===== src/rtl/gbs_pkg.sv =====
// Shared types, constants and the fixed Gaussian kernel of the stream blur.
// No dependencies; imported by the top level, gbs_ctrl, gbs_conv and the testbench.
package gbs_pkg;

  localparam int KSIZE            = 11;
  localparam int RAD              = KSIZE / 2;
  localparam int KB               = $clog2(KSIZE);
  localparam int WEIGHT_FRAC_BITS = 16;
  localparam int WEIGHT_W         = 12;
  localparam int PIX_W            = 24;
  localparam int CFG_W            = 12;
  localparam int CFG_IDX_W        = 1;
  localparam int PROD_W           = 8 + WEIGHT_W;
  localparam int ROW_W            = PROD_W + 4;
  localparam int TOT_W            = ROW_W + 4;

  // Configuration register indexes.
  localparam logic [CFG_IDX_W-1:0] REG_IMAGE_WIDTH  = 1'd0;
  localparam logic [CFG_IDX_W-1:0] REG_IMAGE_HEIGHT = 1'd1;

  // Q0.16 weights of the normalized 11x11 Gaussian (sigma = 11/6), indexed
  // by the absolute row and column distance from the window center.
  localparam logic [WEIGHT_W-1:0] KERNEL_TAB [RAD+1][RAD+1] = '{
    '{12'd3118, 12'd2687, 12'd1720, 12'd817, 12'd289, 12'd76},
    '{12'd2687, 12'd2316, 12'd1482, 12'd704, 12'd249, 12'd65},
    '{12'd1720, 12'd1482, 12'd949,  12'd451, 12'd159, 12'd42},
    '{12'd817,  12'd704,  12'd451,  12'd214, 12'd76,  12'd20},
    '{12'd289,  12'd249,  12'd159,  12'd76,  12'd27,  12'd7},
    '{12'd76,   12'd65,   12'd42,   12'd20,  12'd7,   12'd2}
  };

  typedef struct packed {
    logic [7:0] red;
    logic [7:0] green;
    logic [7:0] blue;
  } pixel_t;

  // Per-word decisions taken when a word is accepted.
  typedef struct packed {
    logic          wr_en;
    logic [KB-1:0] wr_bank;
    logic [KB-1:0] base;
    logic          has_out;
    logic          border;
    logic          last;
  } ctl_t;

  // Column assembly controls that travel with the line store read.
  typedef struct packed {
    logic [KB-1:0] base;
    logic          fwd;
    logic [KB-1:0] fwd_bank;
    pixel_t        fwd_pix;
  } sel_t;

  typedef struct packed {
    logic border;
    logic last;
  } tag_t;

  function automatic logic [WEIGHT_W-1:0] kernel_weight(input int ky, input int kx);
    int dy;
    int dx;
    dy = (ky > RAD) ? ky - RAD : RAD - ky;
    dx = (kx > RAD) ? kx - RAD : RAD - kx;
    return KERNEL_TAB[dy][dx];
  endfunction

endpackage


===== src/rtl/gbs_ctrl.sv =====
// Position counters of the blur: input and output raster positions, priming
// count and the per-word line store addresses. Depends on gbs_pkg.
module gbs_ctrl #(
  parameter int MAX_WIDTH  = 2048,
  parameter int MAX_HEIGHT = 2048
) (
  input  logic                                    clk_i,
  input  logic                                    rst_ni,
  input  logic                                    acc_i,
  input  logic                                    drain_i,
  input  logic [$clog2(MAX_WIDTH+1)-1:0]          width_i,
  input  logic [$clog2(MAX_HEIGHT+1)-1:0]         height_i,
  input  logic [$clog2(gbs_pkg::RAD*MAX_WIDTH+gbs_pkg::RAD+1)-1:0] lag_i,
  output gbs_pkg::ctl_t                           ctl_o,
  output logic [$clog2(MAX_WIDTH)-1:0]            wr_addr_o,
  output logic [$clog2(MAX_WIDTH)-1:0]            rd_addr_o
);
  import gbs_pkg::*;

  localparam int W_BITS   = $clog2(MAX_WIDTH + 1);
  localparam int H_BITS   = $clog2(MAX_HEIGHT + 1);
  localparam int COL_BITS = $clog2(MAX_WIDTH);
  localparam int ROW_BITS = $clog2(MAX_HEIGHT);
  localparam int IDX_BITS = $clog2(RAD * MAX_WIDTH + RAD + 1);
  localparam int CW       = W_BITS + 1;
  localparam int RW       = H_BITS + 1;

  logic [COL_BITS-1:0] in_col_q, in_col_d;
  logic [H_BITS-1:0]   in_row_q, in_row_d;
  logic [KB-1:0]       in_rmod_q, in_rmod_d;
  logic [IDX_BITS-1:0] in_idx_q, in_idx_d;
  logic [COL_BITS-1:0] out_col_q, out_col_d;
  logic [ROW_BITS-1:0] out_row_q, out_row_d;
  logic [KB-1:0]       out_rmod_q, out_rmod_d;

  logic          in_col_end, out_col_end, out_row_end;
  logic          col_wrap;
  logic [CW-1:0] ahead_col;
  logic [KB-1:0] rd_rmod;
  logic [KB:0]   base_sum;

  always_comb begin
    in_col_end  = (CW'(in_col_q) + CW'(1)) >= CW'(width_i);
    out_col_end = (CW'(out_col_q) + CW'(1)) >= CW'(width_i);
    out_row_end = (RW'(out_row_q) + RW'(1)) >= RW'(height_i);

    ctl_o.wr_en   = !drain_i && (in_row_q < height_i) && (CW'(in_col_q) < CW'(width_i));
    ctl_o.wr_bank = in_rmod_q;
    ctl_o.has_out = in_idx_q >= lag_i;
    ctl_o.last    = ctl_o.has_out && out_col_end && out_row_end;
    ctl_o.border  = (RW'(out_row_q) < RW'(RAD)) || (CW'(out_col_q) < CW'(RAD)) ||
                    (RW'(out_row_q) + RW'(RAD) >= RW'(height_i)) ||
                    (CW'(out_col_q) + CW'(RAD) >= CW'(width_i));

    // Read the column RAD pixels ahead of the output position.
    ahead_col = CW'(out_col_q) + CW'(RAD);
    col_wrap  = ahead_col >= CW'(width_i);
    if (col_wrap) begin
      ahead_col = ahead_col - CW'(width_i);
    end
    rd_rmod = out_rmod_q;
    if (col_wrap) begin
      rd_rmod = (out_rmod_q == KB'(KSIZE - 1)) ? '0 : out_rmod_q + KB'(1);
    end
    base_sum = (KB + 1)'(rd_rmod) + (KB + 1)'(KSIZE - RAD);
    if (base_sum >= (KB + 1)'(KSIZE)) begin
      base_sum = base_sum - (KB + 1)'(KSIZE);
    end
    ctl_o.base = base_sum[KB-1:0];
    wr_addr_o  = in_col_q;
    rd_addr_o  = ahead_col[COL_BITS-1:0];

    in_col_d   = in_col_q;
    in_row_d   = in_row_q;
    in_rmod_d  = in_rmod_q;
    in_idx_d   = in_idx_q;
    out_col_d  = out_col_q;
    out_row_d  = out_row_q;
    out_rmod_d = out_rmod_q;

    if (acc_i) begin
      if (ctl_o.has_out) begin
        if (out_col_end) begin
          out_col_d = '0;
          if (!out_row_end) begin
            out_row_d  = out_row_q + ROW_BITS'(1);
            out_rmod_d = (out_rmod_q == KB'(KSIZE - 1)) ? '0 : out_rmod_q + KB'(1);
          end
        end else begin
          out_col_d = out_col_q + COL_BITS'(1);
        end
      end
      if (ctl_o.last) begin
        // Frame done: rewind every position.
        in_col_d   = '0;
        in_row_d   = '0;
        in_rmod_d  = '0;
        in_idx_d   = '0;
        out_col_d  = '0;
        out_row_d  = '0;
        out_rmod_d = '0;
      end else begin
        if (in_col_end) begin
          in_col_d  = '0;
          in_row_d  = (in_row_q == H_BITS'(MAX_HEIGHT)) ? in_row_q : in_row_q + H_BITS'(1);
          in_rmod_d = (in_rmod_q == KB'(KSIZE - 1)) ? '0 : in_rmod_q + KB'(1);
        end else begin
          in_col_d = in_col_q + COL_BITS'(1);
        end
        if (in_idx_q < lag_i) begin
          in_idx_d = in_idx_q + IDX_BITS'(1);
        end
      end
    end
  end

  always_ff @(posedge clk_i or negedge rst_ni) begin
    if (!rst_ni) begin
      in_col_q   <= '0;
      in_row_q   <= '0;
      in_rmod_q  <= '0;
      in_idx_q   <= '0;
      out_col_q  <= '0;
      out_row_q  <= '0;
      out_rmod_q <= '0;
    end else begin
      in_col_q   <= in_col_d;
      in_row_q   <= in_row_d;
      in_rmod_q  <= in_rmod_d;
      in_idx_q   <= in_idx_d;
      out_col_q  <= out_col_d;
      out_row_q  <= out_row_d;
      out_rmod_q <= out_rmod_d;
    end
  end

endmodule


===== config.mk =====
export PLATFORM = sky130hd
export DESIGN_NAME = gbs_ctrl
export DESIGN_NICKNAME = d
export VERILOG_FILES = /design/src/rtl/gbs_pkg.sv /design/src/rtl/gbs_ctrl.sv
export SDC_FILE = /design/constraint.sdc
export NUM_CORES = 1
export LEC_CHECK = 0
export ABC_AREA = 1
export BUFFER_PORTS_ARGS = -buffer_cell sky130_fd_sc_hd__buf_2
export CAP_MARGIN = 20
export CORE_MARGIN = 5
export CORE_UTILIZATION = 40
export DETAILED_ROUTE_END_ITERATION = 12
export PLACE_DENSITY = 0.64
export SYNTH_ARGS = -nofsm -noshare
export SYNTH_HDL_FRONTEND = slang
export SYNTH_SLANG_ARGS = --single-unit

===== constraint.sdc =====
create_clock -name clk_i -period 3.66 [get_ports clk_i]
set_clock_uncertainty 0.15 [all_clocks]
set_input_delay 0.183 -clock clk_i [delete_from_list [all_inputs] [get_ports clk_i]]
set_output_delay 0.183 -clock clk_i [all_outputs]
set_load 0.02 [all_outputs]

### Word level (Yosys, flattened, before mapping)

Index checks and enable logic that the tools add are counted.

| operators by class | value |
|---|---|
| div/mod/pow operators | 0 |
| eq/ne operators | 5 |
| bitwise logic cells | 0 |
| mux-type cells | 25 |
| $lt $le $gt $ge | 12 |
| shift-type cells | 0 |
| reduce and logical (&&, ||, !) cells | 17 |
| multiply operators | 0 |
| add/subtract/negate cells | 15 |

Operator list:

| kind | number |
|---|---|
| 11-bit 2-to-1 mux | 10 |
| 12-bit greater-or-equal comparator | 5 |
| 4-bit 2-to-1 mux | 10 |
| 11-bit by 1-bit adder with 12-bit output (second input constant) | 3 |
| 12-bit 2-to-1 mux | 3 |
| 11-bit by 1-bit adder with 11-bit output (second input constant) | 3 |
| 14-bit 2-to-1 mux | 2 |
| 11-bit by 3-bit adder with 12-bit output (second input constant) | 2 |
| 11-bit by 3-bit < comparator with 1-bit output (second input constant) | 2 |
| 14-bit by 1-bit adder with 14-bit output (second input constant) | 1 |
| 14-bit greater-or-equal comparator | 1 |
| 14-bit < comparator | 1 |
| 12-bit by 1-bit adder with 12-bit output (second input constant) | 1 |
| 12-bit equality test (second input constant) | 1 |
| 11-bit by 12-bit < comparator with 1-bit output | 1 |
| 12-bit < comparator | 1 |
| 11-bit subtractor | 1 |
| 4-bit by 1-bit adder with 4-bit output (second input constant) | 2 |
| 4-bit equality test (second input constant) | 2 |
| 2-bit nonzero test | 4 |
| 2-bit AND reduction | 3 |
| 4-bit by 3-bit adder with 5-bit output (second input constant) | 1 |
| 5-bit by 4-bit greater-or-equal comparator with 1-bit output (second input constant) | 1 |
| 1-bit logical AND | 4 |
| 6 further kinds | 9 |

| storage, ports and cells | value |
|---|---|
| memories kept | 0 |
| output and inout port bits | 34 |
| bits in writable memories | 0 |
| register bits after elaboration | 67 |
| bits in latches | 0 |
| memory bits (read-only) | 0 |
| input port bits | 42 |

### Longest topological paths before layout

Gate-level depths: netlist (run 1).

| logic depth | value |
|---|---|
| depth after elaboration | 6 |
| gate-level depth with buffers | 25 |
| mapped depth without buffers | 24 |

### Worst setup path before layout (run 1)

Ideal clock, no wire load.

| path | value |
|---|---|
| kind | reg2out |
| from | reg out_col_q[0] |
| to | out ctl_o[5] (netlist name) |
| stages on the path, launching flop included | 21 |
| path buffers | 2 |
| required time | 3.327 ns |
| path slack | 0.101 ns |
| arrival | 3.226 ns |
| cell sequence | dfrtp_1 -> ha_1 -> nor2_1 -> nor2_1 -> nand2_1 -> nor3_1 -> xor2_1 -> ha_1 -> nand2_1 -> inv_1 -> a21oi_1 -> nand3_2 -> buf_6 -> buf_2 -> o21ai_0 -> ha_1 -> nand3_1 -> nand2_2 -> nand2_2 -> nand2_1 -> nand2_1 |

RTL lines:

| item | RTL line | text |
|---|---|---|
| from (decl) | gbs_ctrl.sv:32 | `logic [COL_BITS-1:0] out_col_q, out_col_d;` |
| from (signal assigned) | gbs_ctrl.sv:131 | `out_col_q <= out_col_d;` |
| to (decl) | gbs_ctrl.sv:14 | `output gbs_pkg::ctl_t ctl_o,` |

==> insert_results.sql, run 1 <==
INSERT INTO impl_metrics (metric_group, metric, value, unit) VALUES
('status', 'outcome', 'finished with violations', ''),
('status', 'failing_checks', 'negative setup slack', ''),
('place', 'place_ws', '-0.0669', 'ns'),
('sta', 'timing.max_slew.rel_slack', '0.606', ''),
('routing', 'via_count', '7063', ''),
('worst_setup_path', 'critical_path.max_stage_delay', '0.41', 'ns'),
('sta', 'setup_tns', '-0.179', 'ns'),
('cts', 'cts_tree', 'done', ''),
('worst_setup_path', 'rr_endpoint', 'in_idx_q[10]$_DFFE_PN0P_', ''),
('cts', 'clk_root_buffer_cell', 'sky130_fd_sc_hd__clkbuf_16', ''),
('logic_synthesis', 'dominantRegCellSynth', 'sky130_fd_sc_hd__dfrtp_1', ''),
('power_and_ir_drop', 'post-layout-total-power', '0.00557', 'W'),
('floorplan', 'floorplan.die_area', '20800', 'µm²'),
('worst_setup_path', 'critical_path_arrival', '3.39', 'ns'),
('sta', 'period_share', '1.02', ''),
('cts', 'clock_latency', '0.34', 'ns'),
('worst_setup_path', 'critPathSlowestCell', 'sky130_fd_sc_hd__dfrtp_1', ''),
('routing', 'postRouteAntennaNets', '0', ''),
('logic_synthesis', 'async_set_or_reset_flop_fraction_in_the_synthesized_netlist', '1.00', ''),
('logic_synthesis', 'complex_gate_fraction_of_the_synthesized_area', '0.107', ''),
('sta', 'rsz0062_at_grt', 'yes', ''),
('sta', 'setup_slack', '-0.0632', 'ns'),
('cts', 'cts_max_path_buffers', '2', ''),
('routing', 'total_wirelength', '19500', 'µm'),
('power_and_ir_drop', 'p_leak', '4.96', 'nW'),
('logic_synthesis', 'synth.area.mux_share', '0', ''),
('cells_and_area', 'final_nets', '1318', ''),
('routing', 'dr.first_iter.drc_count', '397', ''),
('sta', 'finalMaxSlewViolations', '0', ''),
('sta', 'hold_viol', '0', ''),
('floorplan', 'die_w', '144', 'µm'),
('sta', 'layout_min_cycle_time', '3.72', 'ns'),
('worst_setup_path', 'worstSetupStartpointType', 'register', ''),
('worst_setup_path', 'cell_by_cell_listing_of_the_critical_path', 'buf_4 -> a21oi_4 -> buf_4 -> nor2_4 -> nand2_2 -> xor2_2 -> inv_2 -> ha_4 -> nand2_2 -> nand2_2 -> a21oi_4 -> nand3_4 -> o21ai_4 -> inv_2 -> ha_4 -> nand3_4 -> nand3_4 -> nand2_4 -> nand2_4 -> nand2_2 -> nand2_2 -> buf_6', ''),
('place', 'port_buffers', '75', ''),
('power_and_ir_drop', 'maximum_vdd_drop', '811', 'µV'),
('grt', 'most_utilized_layer_in_the_global_route_result', 'met2', ''),
('logic_synthesis', 'yosys_register_bits', '67', ''),
('floorplan', 'num_rows', '49', ''),
('logic_synthesis', 'syn-mean-instance-area', '6.91', 'µm²'),
('sta', 'worstMarginPinSlew', '0.591', 'ns'),
('grt', 'grt_antenna_before_repair', '0', ''),
('cells_and_area', 'synthesis_to_layout_area_growth', '25.7', '%'),
('routing', 'dr.pass1.iters', '5', ''),
('cells_and_area', 'fin_util', '0.508', ''),
('worst_setup_path', 'endpoint', 'ctl_o[3]', ''),
('logic_synthesis', 'synth.yosys.seq_area_share', '0.233', ''),
('cts', 'cts_buffers', '9', ''),
('grt', 'grt_remaining_overflow', '0', ''),
('sta', 'hold-worst-slack', '0.220', 'ns'),
('sta', 'max_freq', '0.269', 'GHz'),
('logic_synthesis', 'syn_nets', '1187', ''),
('worst_setup_path', 'timing.critical_path.fanout_max', '7', ''),
('logic_synthesis', 'yosys.area_share.xor_xnor', '0.0754', ''),
('grt', 'groute.usage.overall', '0.189', ''),
('worst_setup_path', 'worst_path_most_repeated_cell', 'sky130_fd_sc_hd__nand2_2', ''),
('logic_synthesis', 'synth.cell_area', '7210', 'µm²'),
('grt', 'groute.layer.met1.usage', '0.247', ''),
('grt', 'via_count_of_the_first_global_routing_pass', '6821', ''),
('floorplan', 'die_h', '144', 'µm'),
('worst_setup_path', 'cp_data_required_time', '3.33', 'ns'),
('sta', 'number_of_failing_setup_endpoints_in_the_final_timing_report', '3', ''),
('hold_path', 'worst_hold_path_type', 'primary input to register', ''),
('grt', 'global_route.usage.met3', '0.0317', ''),
('power_and_ir_drop', 'power_density', '615', 'nW/µm²'),
('worst_setup_path', 'criticalPathCategory', 'register to output port', ''),
('worst_setup_path', 'reg2reg_from', 'out_col_q[1]$_DFFE_PN0P_', ''),
('routing', 'remaining_drcs', '0', ''),
('floorplan', 'number_of_i_o_pins', '76', ''),
('floorplan', 'core_area', '17800', 'µm²'),
('logic_synthesis', 'dominant_combinational_cell_family_by_area_after_synthesis', 'simple AND/OR/NAND/NOR gates', '');
stage by stage:
| stage | area [µm²] | std cells |
|---|---|---|
| after floorplan | 7210 | 1043 |
| after global placement | 7900 | 1347 |
| after detailed placement | 7900 | 1347 |
| after CTS | 8710 | 1393 |
| after global routing | 9060 | 1408 |
| final | 9060 | 1408 |
power by group:
group	switching (W)	internal, W	total (W)	leakage (nW)
Clock	0.000335	0.000734	0.00107	0.174
Combinational	0.00190	0.00143	0.00333	3.89
Sequential	0.000247	0.000925	0.00117	0.896
placed cells by master, fill, tap and decap left out, types with 7 or more instances in the layout:
cell                          n
sky130_fd_sc_hd__inv_2        9
sky130_fd_sc_hd__o21bai_1     8
sky130_fd_sc_hd__buf_2       68
sky130_fd_sc_hd__buf_4       61
sky130_fd_sc_hd__nor4_1      10
sky130_fd_sc_hd__inv_1      164
sky130_fd_sc_hd__xor2_1      55
sky130_fd_sc_hd__o22ai_1     11
sky130_fd_sc_hd__nand2_4      7
sky130_fd_sc_hd__a21oi_1     41
sky130_fd_sc_hd__dfrtp_1     65
sky130_fd_sc_hd__nand2_1    249
sky130_fd_sc_hd__ha_1        93
sky130_fd_sc_hd__nand2_2     24
sky130_fd_sc_hd__o21ai_1     15
sky130_fd_sc_hd__nand4_1     22
sky130_fd_sc_hd__clkbuf_16    9
sky130_fd_sc_hd__nor3_1      22
sky130_fd_sc_hd__o21ai_0     40
sky130_fd_sc_hd__ha_4         8
sky130_fd_sc_hd__nand3_1     63
sky130_fd_sc_hd__nor2_1      53
sky130_fd_sc_hd__nor2_2       7
sky130_fd_sc_hd__buf_6        9
final cells by class:
type | count | area [µm²] | area share
clock buffers | 11 | 233 | 0.0257
multi-input cells | 781 | 5130 | 0.566
inverters | 174 | 653 | 0.0721
well taps | 229 | 287 | 0.0316
clock inverters | 5 | 125 | 0.0138
repair buffers | 141 | 950 | 0.105
flip-flops and latches | 67 | 1680 | 0.185
worst min path at each step:
| stage | from | endpoint | depth (start not counted) |
|---|---|---|---|
| 3_5_place_dp | rst_ni | in_idx_q[8]$_DFFE_PN0P_ | 1 |
| 6_report | acc_i | in_row_q[7]$_DFFE_PN0P_ | 3 |
| 2_1_floorplan | rst_ni | in_idx_q[0]$_DFFE_PN0P_ | 0 |
| 3_3_place_gp | rst_ni | in_idx_q[8]$_DFFE_PN0P_ | 1 |
| 5_1_grt | acc_i | in_idx_q[11]$_DFFE_PN0P_ | 3 |
| 4_1_cts | acc_i | in_row_q[7]$_DFFE_PN0P_ | 3 |
worst max-delay path, delay by kind of cell, from the launching register on:
family / cells / cell delay [ns]
AOI/OAI and AO/OA: 3 / 0.60
buffers and inverters: 5 / 0.57
DFF: 1 / 0.41
xor gates and xnor gates: 1 / 0.18
and+or+nand+nor: 11 / 0.87
adders and majority gates: 2 / 0.41
state kept, by name, indices dropped and copies added, names as in the netlist:
signal	cells
wr_addr_o	11
in_idx_q	14
out_row_q	11
in_row_q	12
in_rmod_q	4
out_rmod_q	4
out_col_q	11
cells in the mapped netlist, types with 8 or more instances:
cell,n,area share
sky130_fd_sc_hd__nand2_1,266,0.14
sky130_fd_sc_hd__inv_1,172,0.090
sky130_fd_sc_hd__ha_1,101,0.18
sky130_fd_sc_hd__dfrtp_1,67,0.23
sky130_fd_sc_hd__nand3_1,65,0.045
sky130_fd_sc_hd__nor2_1,62,0.032
sky130_fd_sc_hd__xor2_1,61,0.074
sky130_fd_sc_hd__a21oi_1,44,0.031
sky130_fd_sc_hd__o21ai_0,42,0.029
sky130_fd_sc_hd__nor3_1,24,0.017
sky130_fd_sc_hd__nand4_1,22,0.019
sky130_fd_sc_hd__nand2_2,14,0.012
sky130_fd_sc_hd__o21ai_1,14,0.0097
sky130_fd_sc_hd__o22ai_1,11,0.0096
sky130_fd_sc_hd__nor4_1,10,0.0087
sky130_fd_sc_hd__buf_2,8,0.0056
sky130_fd_sc_hd__o21bai_1,8,0.0083
per-layer routing:
| metal | wire length [µm] | part of all wire |
|---|---|---|
| met4 | 363 | 0.019 |
| met5 | 0 | 0 |
| met1 | 9140 | 0.47 |
| met2 | 9330 | 0.48 |
| met3 | 628 | 0.032 |
logic make-up (layout without fill, tap and decap cells):
family | after synthesis | after routing
buffers and inverters | 195 | 331
DFF | 67 | 67
xor gates and xnor gates | 62 | 62
adders and majority gates | 102 | 102
and+or+nand+nor | 481 | 481
AOI/OAI and AO/OA | 136 | 136
what timing repair did:
action | 4_1_cts | 5_1_grt
gates cloned | 0 | 0
gates resized for setup | 47 | 59
pin swaps | 29 | 32
hold buffers | 1 | 0
endpoints found under the hold margin | 23 | 0
buffers inserted | 29 | 15
endpoints found under the setup margin | 13 | 25
Note: power is estimated with default switching activity, not from simulation.
==> run 2: changes to the inputs <==
CELL_PAD_IN_SITES_DETAIL_PLACEMENT = 1   (was default)
CELL_PAD_IN_SITES_GLOBAL_PLACEMENT = 2   (was default)
CORE_UTILIZATION = 31   (was 40)
PLACE_DENSITY = 0.82   (was 0.64)
==> run 2 against run 1 <==
The flow still finishes with violations (negative setup slack). Critical path depth is the same. Combinational power shrank 1%. Global-route usage shrank 2.3 points. Sequential cell count is the same. Clock-buffer cell count shrank 1. Sequential share of layout area grew 0.38 points. Via count grew 0.47%. Clock power shrank 16%. First-iteration DRC count shrank 55%. Largest cell class unchanged. Largest power group unchanged.
==> insert_results.sql, run 2 (synthesized netlist as in run 1, its figures left out) <==
INSERT INTO impl_metrics (metric_group, metric, value, unit) VALUES
('status', 'outcome', 'finished with violations', ''),
('status', 'failing_checks', 'negative setup slack', ''),
('sta', 'rsz0062_at_grt', 'yes', ''),
('cts', 'cts_tree', 'done', ''),
('routing', 'via_count', '7096', ''),
('floorplan', 'die_h', '162', 'µm'),
('floorplan', 'die_w', '162', 'µm'),
('grt', 'groute.layer.met1.usage', '0.221', ''),
('worst_setup_path', 'critPathSlowestCell', 'sky130_fd_sc_hd__dfrtp_1', ''),
('grt', 'first_pass_grt_wire_length', '35700', 'µm'),
('grt', 'most_utilized_layer_in_the_global_route_result', 'met2', ''),
('cts', 'cts.htree.levels', '3', ''),
('cells_and_area', 'final_nets', '1299', ''),
('cells_and_area', 'layout.cells.most_common', 'sky130_fd_sc_hd__nand2_1', ''),
('power_and_ir_drop', 'power_density', '604', 'nW/µm²'),
('sta', 'worstMarginPinSlew', '0.647', 'ns'),
('power_and_ir_drop', 'post-layout-total-power', '0.00535', 'W'),
('routing', 'route.detailed.wl_per_inst', '14.9', 'µm'),
('grt', 'via_count_of_the_first_global_routing_pass', '7274', ''),
('worst_setup_path', 'critical_path_arrival', '3.37', 'ns'),
('sta', 'period_share', '1.01', ''),
('hold_path', 'worst_hold_path_type', 'primary input to register', ''),
('sta', 'layout_min_cycle_time', '3.70', 'ns'),
('grt', 'groute.usage.overall', '0.165', ''),
('cells_and_area', 'largest_reg_flops', '14', ''),
('floorplan', 'initial_utilization', '0.316', ''),
('cells_and_area', 'synthesis_to_layout_area_growth', '23.1', '%'),
('worst_setup_path', 'cp_data_required_time', '3.33', 'ns'),
('cells_and_area', 'largest_registers', 'in_idx_q: 14 flops, in_row_q: 12 flops', ''),
('grt', 'grt_use_met2', '0.281', ''),
('worst_setup_path', 'worst_path_most_repeated_cell', 'sky130_fd_sc_hd__nand2_1', ''),
('sta', 'finalMaxSlewViolations', '0', ''),
('floorplan', 'number_of_i_o_pins', '76', ''),
('cells_and_area', 'drive_gt1_frac', '0.188', ''),
('routing', 'dr.first_iter.drc_count', '177', ''),
('routing', 'drt-vias-per-instance', '4.82', ''),
('grt', 'grt_remaining_overflow', '0', ''),
('grt', 'grt_max_degree', '45', ''),
('floorplan', 'core_area', '22800', 'µm²'),
('cells_and_area', 'largest_register', 'in_idx_q', ''),
('place', 'gpl.final_weighted_congestion', '0.861', ''),
('cts', 'cts_num_sinks', '67', ''),
('worst_setup_path', 'crit_buf_inv', '3', ''),
('worst_setup_path', 'cell_by_cell_listing_of_the_critical_path', 'ha_4 -> nor2_4 -> nor2_4 -> nand2_4 -> buf_4 -> xor2_2 -> ha_1 -> nand2_1 -> inv_2 -> nand2_1 -> nand2_1 -> nand2_2 -> nand3_4 -> o21ai_4 -> ha_4 -> nand3_1 -> nand2_2 -> nand2_4 -> nand2_4 -> nand2_1 -> nand2_1 -> buf_6', ''),
('place', 'post-dp-hpwl', '17500', 'µm'),
('cells_and_area', 'layout_common_cells', 'sky130_fd_sc_hd__nand2_1, sky130_fd_sc_hd__inv_1, sky130_fd_sc_hd__ha_1, sky130_fd_sc_hd__buf_2, sky130_fd_sc_hd__dfrtp_1', ''),
('sta', 'max_freq', '0.270', 'GHz'),
('cells_and_area', 'fill_cells', '2895', ''),
('sta', 'timing.max_slew.rel_slack', '0.568', ''),
('cts', 'clock_latency', '0.35', 'ns'),
('cts', 'worst_path_clk_slew', '0.06', 'ns'),
('cells_and_area', 'final_cells', '1473', ''),
('worst_setup_path', 'critical_path.max_stage_delay', '0.40', 'ns'),
('sta', 'setup_slack', '-0.0386', 'ns'),
('cts', 'clk_root_buffer_cell', 'sky130_fd_sc_hd__clkbuf_16', ''),
('routing', 'total_wirelength', '21900', 'µm'),
('power_and_ir_drop', 'maximum_vdd_drop', '293', 'µV'),
('grt', 'global_route.usage.met3', '0.0220', ''),
('grt', 'grt_antenna_before_repair', '0', ''),
('floorplan', 'floorplan.die_area', '26400', 'µm²'),
('worst_setup_path', 'cp-end-kind', 'output port', ''),
('place', 'placed_cells_incl_taps', '1437', ''),
('run', 'drv_cap', '0', ''),
('floorplan', 'num_rows', '55', ''),
('place', 'port_buffers', '75', ''),
('power_and_ir_drop', 'p_leak', '4.83', 'nW'),
('routing', 'dr.pass1.iters', '6', ''),
('sta', 'hold_viol', '0', ''),
('routing', 'postRouteAntennaNets', '0', ''),
('worst_setup_path', 'worstSetupStartpointType', 'register', ''),
('worst_setup_path', 'cp_top_family', 'simple AND/OR/NAND/NOR gates', ''),
('worst_setup_path', 'criticalPathCategory', 'register to output port', ''),
('sta', 'hold-worst-slack', '0.0993', 'ns'),
('sta', 'number_of_failing_setup_endpoints_in_the_final_timing_report', '3', ''),
('worst_setup_path', 'timing.critical_path.fanout_max', '7', ''),
('cts', 'cts_buffers', '9', ''),
('routing', 'remaining_drcs', '0', ''),
('cts', 'cts_max_path_buffers', '2', ''),
('cells_and_area', 'final_antenna_diode_count', '0', '');
[run 2: cell count changes in the layout (fill, tap and decap cells not counted), moves of 3 or more]
cell                         delta
sky130_fd_sc_hd__buf_4         -20
sky130_fd_sc_hd__bufinv_16      -3
sky130_fd_sc_hd__clkinvlp_4     +3
sky130_fd_sc_hd__nand2_1        +5
sky130_fd_sc_hd__nand2_2        -3
sky130_fd_sc_hd__nor2_4         -3
[run 2: what timing repair did]
action	4_1_cts	5_1_grt
resized for setup	36	51
hold buffers	1	0
pin swaps	23	39
endpoints found under the hold margin	23	0
buffers inserted	9	11
endpoints found under the setup margin	12	30
[run 2: worst reg2reg max path, stage by stage, from the launching register on]
cell and delay, ns:
sky130_fd_sc_hd__dfrtp_1 0.40, sky130_fd_sc_hd__buf_6 0.13, sky130_fd_sc_hd__inv_1 0.06, sky130_fd_sc_hd__nor3_2 0.23, sky130_fd_sc_hd__inv_1 0.13, sky130_fd_sc_hd__nor2_2 0.18
sky130_fd_sc_hd__nand2_1 0.11, sky130_fd_sc_hd__xor2_1 0.21, sky130_fd_sc_hd__inv_1 0.08, sky130_fd_sc_hd__ha_1 0.29, sky130_fd_sc_hd__a21oi_1 0.14, sky130_fd_sc_hd__o21a_1 0.13
sky130_fd_sc_hd__and2_0 0.14, sky130_fd_sc_hd__nand2_2 0.13, sky130_fd_sc_hd__inv_1 0.15, sky130_fd_sc_hd__nand2_1 0.25, sky130_fd_sc_hd__o21ai_0 0.26
[run 2: final cells by class]
class                   count  area [µm²]  area share
clock inverters             6        66.3     0.00748
multi-input cells         781        5060       0.571
flip-flops and latches     67        1680       0.189
well taps                 313         392      0.0442
repair buffers            122         790      0.0890
clock buffers              10         229      0.0258
inverters                 174         653      0.0737
[run 2: path summary, 6_finish.rpt]
kind / start / end / slack, ns / cells after the start
setup / recovery: out_col_q[1]$_DFFE_PN0P_ / ctl_o[5] / -0.04 / 22
hold / removal: acc_i / wr_addr_o[1]$_DFFE_PN0P_ / 0.1 / 4
setup reg to reg: out_col_q[1]$_DFFE_PN0P_ / out_col_q[0]$_DFFE_PN0P_ / 0.41 / 16
hold reg to reg: in_row_q[11]$_DFFE_PN0P_ / in_row_q[11]$_DFFE_PN0P_ / 0.38 / 2
max in group asynchronous: rst_ni / in_row_q[3]$_DFFE_PN0P_ / 2.05 / 3
min in group asynchronous: rst_ni / in_idx_q[6]$_DFFE_PN0P_ / 0.24 / 2
[run 2: power breakdown]
part	leakage [nW]	total [W]	switching, W	internal, W
registers	0.898	0.00117	0.000245	0.000924
clock network	0.135	0.000896	0.000368	0.000528
logic	3.79	0.00329	0.00193	0.00136
total	4.83	0.00535	0.00254	0.00281
[run 2: metrics by stage]
step / utilization / area, µm² / setup TNS (ns) / worst slack, ns
after detailed placement: 0.354 / 8050 / -0.179 / -0.0676
after global placement: 0.354 / 8050 / 0 / 0.131
after CTS: 0.377 / 8580 / -0.217 / -0.0698
after global routing: 0.389 / 8870 / -1.35 / -0.255
after floorplan: - / 7210 / 0 / 0.101
final: 0.389 / 8870 / -0.0931 / -0.0386
[run 2: per-layer routing]
metal  wire length [µm]  vias up
met5                  0        -
met4                368        0
met3                505       26
met2              10500       77
met1              10500     3382
li1                   -     3611
